## src/rtl/rar_pkg.sv

```systemverilog
// Shared types, widths and command codes of the rational accumulator.
package rar_pkg;

    // Value width of the accumulator and operands, and the exact product width
    localparam int unsigned RAR_W  = 32;
    localparam int unsigned RAR_PW = 2 * RAR_W;
    localparam int unsigned RAR_CW = $clog2(RAR_PW);

    // Port field widths of the stream interface
    localparam int unsigned CMD_W       = 2;
    localparam int unsigned FIELD_W     = 32;
    localparam int unsigned OUT_DEN_W   = 31;
    localparam int unsigned IN_TDATA_W  = 72;
    localparam int unsigned OUT_TDATA_W = 64;

    typedef enum logic [CMD_W-1:0] {
        CMD_SET = 2'd0,
        CMD_ADD = 2'd1,
        CMD_SUB = 2'd2,
        CMD_MUL = 2'd3
    } t_cmd;

    // Classified operand: command, sign and magnitudes
    typedef struct packed {
        t_cmd             cmd;
        logic             neg;
        logic [RAR_W-1:0] num;
        logic [RAR_W-1:0] den;
    } t_op;

    // Queue status seen by the front and the back
    typedef struct packed {
        logic full;
        logic valid;
    } t_qstat;

endpackage

```

## src/rtl/rar_fifo.sv

```systemverilog
// Two-entry queue of classified operands between front and back.
module rar_fifo (
    input  logic          i_clk,
    input  logic          i_rst_n,
    input  logic          i_push,
    input  rar_pkg::t_op  i_op,
    input  logic          i_pop,
    output rar_pkg::t_op  o_op,
    output rar_pkg::t_qstat o_qstat
);

    rar_pkg::t_op r_mem [2];
    logic         r_wptr;
    logic         r_rptr;
    logic [1:0]   r_count;
    logic         do_push;
    logic         do_pop;

    assign do_push = i_push && (r_count != 2'd2);
    assign do_pop  = i_pop && (r_count != 2'd0);

    // Storage
    always_ff @(posedge i_clk) begin
        if (do_push) begin
            r_mem[r_wptr] <= i_op;
        end
    end

    // Pointers and fill count
    always_ff @(posedge i_clk) begin
        if (!i_rst_n) begin
            r_wptr  <= 1'b0;
            r_rptr  <= 1'b0;
            r_count <= 2'd0;
        end else begin
            if (do_push) begin
                r_wptr <= !r_wptr;
            end
            if (do_pop) begin
                r_rptr <= !r_rptr;
            end
            r_count <= r_count + 2'(do_push) - 2'(do_pop);
        end
    end

    assign o_op          = r_mem[r_rptr];
    assign o_qstat.full  = (r_count == 2'd2);
    assign o_qstat.valid = (r_count != 2'd0);

    a_count_range: assert property (@(posedge i_clk) disable iff (!i_rst_n)
        r_count != 2'd3)
        else $error("queue fill count out of range");

    a_ptr_match: assert property (@(posedge i_clk) disable iff (!i_rst_n)
        (r_count == 2'd0 || r_count == 2'd2) |-> (r_wptr == r_rptr))
        else $error("queue pointers disagree with fill count");

endmodule

```

## config.mk

```make
export PLATFORM = sky130hd
export DESIGN_NAME = rar_fifo
export DESIGN_NICKNAME = d
export VERILOG_FILES = /design/src/rtl/rar_pkg.sv /design/src/rtl/rar_fifo.sv
export SDC_FILE = /design/constraint.sdc
export NUM_CORES = 1
export LEC_CHECK = 0
export BUFFER_PORTS_ARGS = -buffer_cell sky130_fd_sc_hd__buf_2
export CAP_MARGIN = 5
export CORE_ASPECT_RATIO = 1.1
export CORE_MARGIN = 2
export CORE_UTILIZATION = 55
export CTS_BUF_LIST = sky130_fd_sc_hd__clkbuf_4
export DETAILED_ROUTE_END_ITERATION = 8
export PLACE_DENSITY = 0.9
export SYNTH_ARGS = -nofsm -noshare
export SYNTH_HDL_FRONTEND = slang
export SYNTH_SLANG_ARGS = --single-unit
export TNS_END_PERCENT = 5
```

## constraint.sdc

```tcl
create_clock -name i_clk -period 6.2 [get_ports i_clk]
set_clock_uncertainty 0.1 [all_clocks]
set_input_delay 0 -clock i_clk [delete_from_list [all_inputs] [get_ports i_clk]]
set_output_delay 0 -clock i_clk [all_outputs]
set_load 0.02 [all_outputs]
```

==> impl_metrics.ini <==
[synthesis]
netlist_area_um2 = 5180
synth_area_per_cell_um2 = 22.1
synth_fp_nets = 308
yosysWarnings = 0
synth-seq-cells = 139
synthDistinctLibCells = 20
ys_seq_area_share_pct = 79.6
syn_inst = 235

[global_route]
grt_pass1_vias = 3116
grt_max_degree = 68
grt_pass1_wl_um = 14400
grt_overflow = 0
gr-usage-all-layers_pct = 19.8
antenna_found_initial = 0

[sta]
min_period_ns = 2.51
rsz0062_at_grt = no
timing.fmax_ghz = 0.398
max_slew_margin_pct = 30.9
final-hold-violation-count = 0
fin_ws_ns = 3.69
fin_crit_sh_pct = 40.5
tightest_slew_ns = 1.04
drv_slew = 0
setup_viol = 0
setup_tns_ns = 0

[place]
place_area_um2 = 5990
port_buffers = 139
placed_cells = 485
hpwlAfterDp_um = 5310
gp_congestion = 0.666
place_ws_ns = 3.73

[route]
viasPerCell = 5.02
drtIter0Drc = 138
detail-route-antenna-nets = 0
first_pass_iters = 4
drcViolationCount = 0
vias = 2946
wire_per_inst_um = 16.7
wl_um = 9780

[floorplanning]
die-area_um2 = 10200
fp.coreArea_um2 = 9260
die_width_um = 96.6
die_h_um = 106
io_pins = 140
rows = 37
initial_core_util_pct = 56.0

[clocking]
clock_path_buffers = 2
cts_setup_buffers = 0
numCtsBuffers = 17
worst_skew_pair.late_latency_ns = 0.51
clk_pin_slew_worst_paths_ns = 0.12
cts.htree.levels = 4
cts_tree = done
root_buffer = clkbuf_4
numClockSinks = 139

[cells_and_area]
areaGrowthSynthToFinish_pct = 35.3
final_area_um2 = 7010
final_util_pct = 75.7
fin_nets = 530
diodes = 0
fill_cells = 543
regArea_um2 = 4130
final_common_cell = buf_2
fin_cells = 587
multiInputGateArea_um2 = 1000
layout-drive-gt1-share_pct = 50.9
final_cell_mix = buf_2, edfxtp_1, dlygate4sd3_1

[setup_path]
crit_type = reg -> reg
critPathCaptureType = register
crit_arrival_ns = 2.55
crit_fanout = 38
startpoint_type = register
crit_required_ns = 6.24

[power_and_ir_drop]
p_per_area_nw_per_um2 = 397
ir_drop_mv = 0.337
power.leakage_nw = 2.74

[hold_path]
min_path_type = in -> reg

[status]
status = completed

[run]
drv_cap = 0
==> stage by stage <==
step	power [mW]	hold WS, ns
after detailed placement	2.14	0.0916
after global routing	2.91	0.0531
final	2.79	0.109
after global placement	2.11	0.0884
after floorplan	1.91	-0.00113
after CTS	2.79	0.0513
==> layer usage <==
layer	wire, um	global-route usage, %	part of all wire (%)	up-vias
li1	-	-	-	1369
met1	3520	19.4	36	1448
met2	5500	36.3	56	113
met3	577	6.93	5.9	16
met4	187	8.75	1.9	0
met5	0	0	0	-
==> state kept, by name, indices dropped and copies added (netlist names), named ones only <==
name     cells
r_mem      134
r_count      2
r_rptr       1
r_wptr       1
==> path summary, 6_finish.rpt <==
kind	start	endpoint	slack, ns	cells after the start
worst max register to register	r_count[0]	r_mem[0][14]	3.69	4
worst max-delay path	r_count[0]	r_mem[0][14]	3.69	4
worst min register to register	r_rptr	register	0.46	2
worst min-delay path	i_op[25]	r_mem[1][25]	0.11	2
==> synthesized netlist by cell type, drive strengths merged <==
| library cell | instances | area share, % |
|---|---|---|
| xnor2 | 1 | 0.17 |
| mux2 | 67 | 17 |
| and2 | 2 | 0.24 |
| o21a | 1 | 0.14 |
| xor2 | 1 | 0.17 |
| nand2 | 2 | 0.14 |
| mux2i | 1 | 0.19 |
| nor3 | 1 | 0.096 |
| or2 | 1 | 0.12 |
| and3 | 1 | 0.12 |
| inv | 3 | 0.22 |
| edfxtp | 134 | 78 |
| nor2 | 4 | 0.29 |
| nand2b | 2 | 0.24 |
| ha | 2 | 0.48 |
| buf | 7 | 1.1 |
| dfxtp | 5 | 1.9 |
==> worst max-delay path: stages, from the launching register on <==
cell and delay (ns):
dfxtp_1 0.41, nand2b_1 0.19, nand2_1 0.17, nor2_4 0.68, buf_4 0.57
==> final cells by class <==
class,count,area share (%)
Multi-Input combinational cell,86,14.3
Timing Repair Buffer,210,20.0
Inverter,3,0.161
Tap cell,117,2.09
Clock buffer,19,2.03
Sequential cell,139,58.9
Clock inverter,13,2.50
==> cell families (layout without fill, tap and decap cells) <==
family	count (synthesis)	count (layout)	share of synthesized area [%]
buf+inv	10	245	1.30
compound gates	1	1	0.145
mux	68	68	16.9
simple gates	13	13	1.26
fa+ha+maj	2	2	0.483
xor+xnor	2	2	0.338
flops	139	139	79.6
==> timing repair <==
item                       in CTS  in global routing
setup endpoints to repair       0                  0
hold buffers                   70                  0
gates resized for setup         0                  0
hold endpoints to repair      139                  0
==> report_power, final <==
part | total [mW] | switching (mW) | internal, mW
sequential | 1.33 | 0.115 | 1.21
clock | 0.630 | 0.304 | 0.326
combinational | 0.830 | 0.442 | 0.388
Note: power is estimated with default switching activity, not from simulation.
