==> config.mk <==
export PLATFORM = sky130hd
export DESIGN_NAME = rar_front
export DESIGN_NICKNAME = d
export VERILOG_FILES = /design/src/rtl/rar_pkg.sv /design/src/rtl/rar_front.sv
export SDC_FILE = /design/constraint.sdc
export NUM_CORES = 1
export LEC_CHECK = 0
export ABC_AREA = 1
export BUFFER_PORTS_ARGS = -buffer_cell sky130_fd_sc_hd__clkbuf_2
export CORE_MARGIN = 3
export CORE_UTILIZATION = 49
export DETAILED_ROUTE_END_ITERATION = 16
export GPL_ROUTABILITY_DRIVEN = 0
export PLACE_DENSITY = 0.91
export SLEW_MARGIN = 0
export SYNTH_ARGS = -nofsm -noshare
export SYNTH_HDL_FRONTEND = slang
export SYNTH_SLANG_ARGS = --single-unit
==> constraint.sdc <==
create_clock -name vclk -period 6.11
set_input_delay 1.222 -clock vclk [all_inputs]
set_output_delay 1.222 -clock vclk [all_outputs]
set_load 0.02 [all_outputs]
==> src/rtl/rar_pkg.sv <==
// Shared types, widths and command codes of the rational accumulator.
package rar_pkg;

    // Value width of the accumulator and operands, and the exact product width
    localparam int unsigned RAR_W  = 32;
    localparam int unsigned RAR_PW = 2 * RAR_W;
    localparam int unsigned RAR_CW = $clog2(RAR_PW);

    // Port field widths of the stream interface
    localparam int unsigned CMD_W       = 2;
    localparam int unsigned FIELD_W     = 32;
    localparam int unsigned OUT_DEN_W   = 31;
    localparam int unsigned IN_TDATA_W  = 72;
    localparam int unsigned OUT_TDATA_W = 64;

    typedef enum logic [CMD_W-1:0] {
        CMD_SET = 2'd0,
        CMD_ADD = 2'd1,
        CMD_SUB = 2'd2,
        CMD_MUL = 2'd3
    } t_cmd;

    // Classified operand: command, sign and magnitudes
    typedef struct packed {
        t_cmd             cmd;
        logic             neg;
        logic [RAR_W-1:0] num;
        logic [RAR_W-1:0] den;
    } t_op;

    // Queue status seen by the front and the back
    typedef struct packed {
        logic full;
        logic valid;
    } t_qstat;

endpackage

==> src/rtl/rar_front.sv <==
// Front end: takes input items and classifies the operand into sign and magnitudes.
module rar_front (
    input  logic                               i_tvalid,
    input  logic [rar_pkg::IN_TDATA_W-1:0]     i_tdata,
    output logic                               o_tready,
    input  rar_pkg::t_qstat                    i_qstat,
    output logic                               o_push,
    output rar_pkg::t_op                       o_op
);

    logic signed [rar_pkg::RAR_W-1:0] num_s;
    logic signed [rar_pkg::RAR_W-1:0] den_s;
    logic signed [rar_pkg::RAR_W-1:0] num_e;
    logic signed [rar_pkg::RAR_W-1:0] den_e;

    // Field extraction: only the low value-width bits count
    assign num_s = signed'(i_tdata[rar_pkg::CMD_W +: rar_pkg::RAR_W]);
    assign den_s = signed'(i_tdata[rar_pkg::CMD_W + rar_pkg::FIELD_W +: rar_pkg::RAR_W]);

    // Zero denominator turns the operand into one over one
    always_comb begin
        if (den_s == '0) begin
            num_e = rar_pkg::RAR_W'(1);
            den_e = rar_pkg::RAR_W'(1);
        end else begin
            num_e = num_s;
            den_e = den_s;
        end
    end

    // Sign onto a flag, magnitudes unsigned
    always_comb begin
        o_op.cmd = rar_pkg::t_cmd'(i_tdata[rar_pkg::CMD_W-1:0]);
        o_op.neg = num_e[rar_pkg::RAR_W-1] ^ den_e[rar_pkg::RAR_W-1];
        o_op.num = num_e[rar_pkg::RAR_W-1] ? -num_e : num_e;
        o_op.den = den_e[rar_pkg::RAR_W-1] ? -den_e : den_e;
    end

    assign o_tready = !i_qstat.full;
    assign o_push   = i_tvalid && !i_qstat.full;

endmodule

==> impl_metrics.prom <==
# TYPE chip_impl_metric gauge
chip_impl_metric{name="fin_crit",unit="ns"} 5.16
chip_impl_metric{name="number_of_cells_upsized_or_downsized_after_cts",unit=""} 0
chip_impl_metric{name="synth_warnings",unit=""} 0
chip_impl_metric{name="post_cts_buffers",unit=""} 0
chip_impl_metric{name="fmax",unit="MHz"} 194
chip_impl_metric{name="wl_per_cell",unit="µm"} 12.9
chip_impl_metric{name="sequential_cell_total",unit=""} 0
chip_impl_info{name="worstHoldEndpoint",value="o_op[65]"} 1
chip_impl_metric{name="drt_pass1_iterations",unit=""} 6
chip_impl_info{name="yosysMostFrequentCell",value="sky130_fd_sc_hd__nand2_1"} 1
chip_impl_metric{name="nNetsFinal",unit=""} 650
chip_impl_metric{name="max_slew_margin",unit="%"} 52.6
chip_impl_metric{name="max_slew.worst_pin.slew",unit="ns"} 0.708
chip_impl_metric{name="avgViaCountPerCell",unit=""} 5.54
chip_impl_metric{name="worst_ep_required_time",unit="ns"} 4.89
chip_impl_info{name="netlist_top_cells_area",value="sky130_fd_sc_hd__nand2_1, sky130_fd_sc_hd__nand3_1, sky130_fd_sc_hd__xor2_1"} 1
chip_impl_metric{name="post_synth_num_cell_types",unit=""} 31
chip_impl_metric{name="buffer_ports.inserted",unit=""} 133
chip_impl_metric{name="cp.arrival",unit="ns"} 3.94
chip_impl_metric{name="rows",unit=""} 23
chip_impl_metric{name="design.die.area",unit="mm²"} 0.00542
chip_impl_metric{name="drc_errors",unit=""} 0
chip_impl_metric{name="timing.hold.worst_path_depth",unit=""} 0
chip_impl_info{name="largest_area_contributor_in_the_netlist",value="sky130_fd_sc_hd__nand2_1"} 1
chip_impl_metric{name="seqCellArea",unit="µm²"} 0
chip_impl_metric{name="antenna_found_initial",unit=""} 0
chip_impl_metric{name="final.setup.worst_slack",unit="ns"} 0.950
chip_impl_metric{name="grtUsageTotal",unit="%"} 28.5
chip_impl_info{name="worstSetupPathType",value="primary input to primary output"} 1
chip_impl_metric{name="synth_cells",unit=""} 450
chip_impl_metric{name="layout-drive-gt1-share",unit="%"} 29.9
chip_impl_metric{name="postLayoutCellArea",unit="mm²"} 0.00289
chip_impl_metric{name="cts.hold.buffers_added",unit=""} 0
chip_impl_metric{name="initial_utilization",unit="%"} 53.4
chip_impl_metric{name="cell_area_synth",unit="mm²"} 0.00224
chip_impl_metric{name="post_dp_cell_area",unit="mm²"} 0.00289
chip_impl_metric{name="detailroute.via_count",unit=""} 3438
chip_impl_metric{name="core_area",unit="mm²"} 0.00420
chip_impl_metric{name="area.growth.synth_to_final",unit="%"} 29.1
chip_impl_metric{name="grt_pass1_wl",unit="µm"} 12900
chip_impl_metric{name="die_height",unit="µm"} 73.6
chip_impl_metric{name="ir_drop",unit="µV"} 62.5
chip_impl_metric{name="die_width",unit="µm"} 73.6
chip_impl_metric{name="holdWs",unit="ns"} 2.44
chip_impl_info{name="timing.critical_path.from_type",value="primary input"} 1
chip_impl_metric{name="power.leakage",unit="nW"} 1.64
chip_impl_info{name="worst_hold_startpoint",value="i_tdata[0]"} 1
chip_impl_info{name="outcome",value="finished clean"} 1
chip_impl_metric{name="antenna_cells",unit=""} 0
chip_impl_metric{name="timing.setup.tns",unit="ns"} 0
chip_impl_info{name="unrepaired_setup_endpoints_after_global_routing",value="no"} 1
chip_impl_metric{name="maxCapViolCount",unit=""} 0
chip_impl_metric{name="via_count_of_the_first_global_routing_pass",unit=""} 3107
chip_impl_metric{name="nClkBuffers",unit=""} 0
chip_impl_metric{name="drt_first_iter_violations",unit=""} 204
chip_impl_metric{name="netlist.area_leader.share",unit="%"} 21.6
chip_impl_metric{name="grt_start_max_net_pins",unit=""} 39
chip_impl_info{name="leading_cell_types_by_count_after_synthesis",value="sky130_fd_sc_hd__nand2_1, sky130_fd_sc_hd__nor2_1, sky130_fd_sc_hd__inv_1"} 1
chip_impl_metric{name="globalRoute.totalOverflow",unit=""} 0
chip_impl_metric{name="setup_viol",unit=""} 0
chip_impl_metric{name="top_level_ports",unit=""} 144
chip_impl_metric{name="drt-total-wl",unit="µm"} 8010
chip_impl_metric{name="postRouteAntennaNets",unit=""} 0
chip_impl_metric{name="maxSlewViolCount",unit=""} 0
chip_impl_metric{name="synth-seq-area-share",unit="%"} 0
chip_impl_metric{name="dp_hpwl",unit="µm"} 6740
chip_impl_metric{name="hold_violations",unit=""} 0
chip_impl_info{name="end_kind",value="primary output"} 1
chip_impl_metric{name="fin_crit_sh",unit="%"} 84.4
chip_impl_metric{name="worstPathMaxFanout",unit=""} 38
chip_impl_metric{name="preCtsSetupSlack",unit="ns"} 1.02
chip_impl_metric{name="syn-mean-instance-area",unit="µm²"} 4.98
chip_impl_metric{name="pwr_density_cell",unit="mW/mm²"} 80.7
chip_impl_info{name="min-delay-path-class",value="primary input to primary output"} 1
chip_impl_metric{name="synth.net_count",unit=""} 527
area by class of cell:
| type | instances | area (µm²) |
|---|---|---|
| fillers | 405 | 1310 |
| well taps | 50 | 62.6 |
| multi-input cells | 374 | 1920 |
| inverters | 62 | 233 |
| repair buffers | 135 | 681 |
power breakdown:
| part | internal, mW | leakage, nW | switching, mW |
|---|---|---|---|
| Combinational | 0.0772 | 1.64 | 0.156 |
| Clock | 0 | 0 | 0 |
| Sequential | 0 | 0 | 0 |
| Total | 0.0772 | 1.64 | 0.156 |
kinds of logic after synthesis:
kind of cell / share of synthesized area (%)
fa+ha+maj: 1.12
buf+inv: 14.5
compound gates: 18.4
simple gates: 53.9
xor+xnor: 12.1
layer usage:
metal | up-vias | wire [µm] | global-route usage [%] | part of all wire (%)
li1 | 1713 | - | - | -
met1 | 1517 | 3150 | 35.0 | 39
met4 | 0 | 209 | 8.85 | 2.6
met3 | 25 | 731 | 2.46 | 9.1
met5 | - | 0 | 0 | 0
met2 | 183 | 3910 | 51.8 | 49
placed cells by master, fill, tap and decap left out:
cell type / n
sky130_fd_sc_hd__o21ai_1: 9
sky130_fd_sc_hd__ha_1: 2
sky130_fd_sc_hd__nand2_4: 1
sky130_fd_sc_hd__a21oi_1: 8
sky130_fd_sc_hd__buf_4: 2
sky130_fd_sc_hd__nor2_4: 2
sky130_fd_sc_hd__inv_2: 7
sky130_fd_sc_hd__o21ai_0: 31
sky130_fd_sc_hd__nand3b_1: 1
sky130_fd_sc_hd__a31o_2: 1
sky130_fd_sc_hd__nor3_1: 7
sky130_fd_sc_hd__o31ai_1: 1
sky130_fd_sc_hd__nand4_1: 13
sky130_fd_sc_hd__nor3_2: 1
sky130_fd_sc_hd__xor2_1: 25
sky130_fd_sc_hd__xnor2_1: 6
sky130_fd_sc_hd__nand2_1: 129
sky130_fd_sc_hd__nand3_1: 46
sky130_fd_sc_hd__o41ai_2: 1
sky130_fd_sc_hd__nand2_2: 5
sky130_fd_sc_hd__nor2_2: 9
sky130_fd_sc_hd__nor4_1: 3
sky130_fd_sc_hd__nor2_1: 56
sky130_fd_sc_hd__o21ai_2: 8
sky130_fd_sc_hd__inv_1: 55
sky130_fd_sc_hd__nand3_2: 1
sky130_fd_sc_hd__clkbuf_2: 133
sky130_fd_sc_hd__o41ai_1: 8
how the worst max path moves through the flow:
stage                           start       end  cells past startpoint
final                     i_tdata[65]  o_op[42]                     17
after global routing      i_tdata[65]  o_op[28]                     15
after CTS                 i_tdata[65]  o_op[42]                     17
after detailed placement  i_tdata[65]  o_op[42]                     17
after global placement    i_tdata[65]  o_op[28]                     15
after floorplan           i_tdata[39]  o_op[44]                     16
through the flow:
| stage | instances | util [%] | total power [mW] |
|---|---|---|---|
| final | 621 | 68.9 | 0.233 |
| after global routing | 621 | 68.9 | 0.254 |
| after CTS | 621 | 68.9 | 0.231 |
| after detailed placement | 621 | 68.9 | 0.230 |
| after global placement | 621 | 68.9 | 0.225 |
| after floorplan | 450 | - | 0.143 |
worst max-delay path, stage by stage:
cell                       delay (ns)
sky130_fd_sc_hd__clkbuf_2        0.45
sky130_fd_sc_hd__inv_2           0.21
sky130_fd_sc_hd__nand2_1         0.11
sky130_fd_sc_hd__nor2_1          0.05
sky130_fd_sc_hd__nand2_1         0.06
sky130_fd_sc_hd__nor2_2          0.04
sky130_fd_sc_hd__nand2_2         0.52
sky130_fd_sc_hd__nand2_1         0.17
sky130_fd_sc_hd__inv_1           0.12
sky130_fd_sc_hd__ha_1            0.18
sky130_fd_sc_hd__nand2_1         0.10
sky130_fd_sc_hd__nor2_1          0.12
sky130_fd_sc_hd__nand2_1         0.07
sky130_fd_sc_hd__nand2_2         0.14
sky130_fd_sc_hd__nand3_1         0.08
sky130_fd_sc_hd__o21ai_0         0.10
sky130_fd_sc_hd__clkbuf_2        0.19
(Power assumes the default switching activity.)
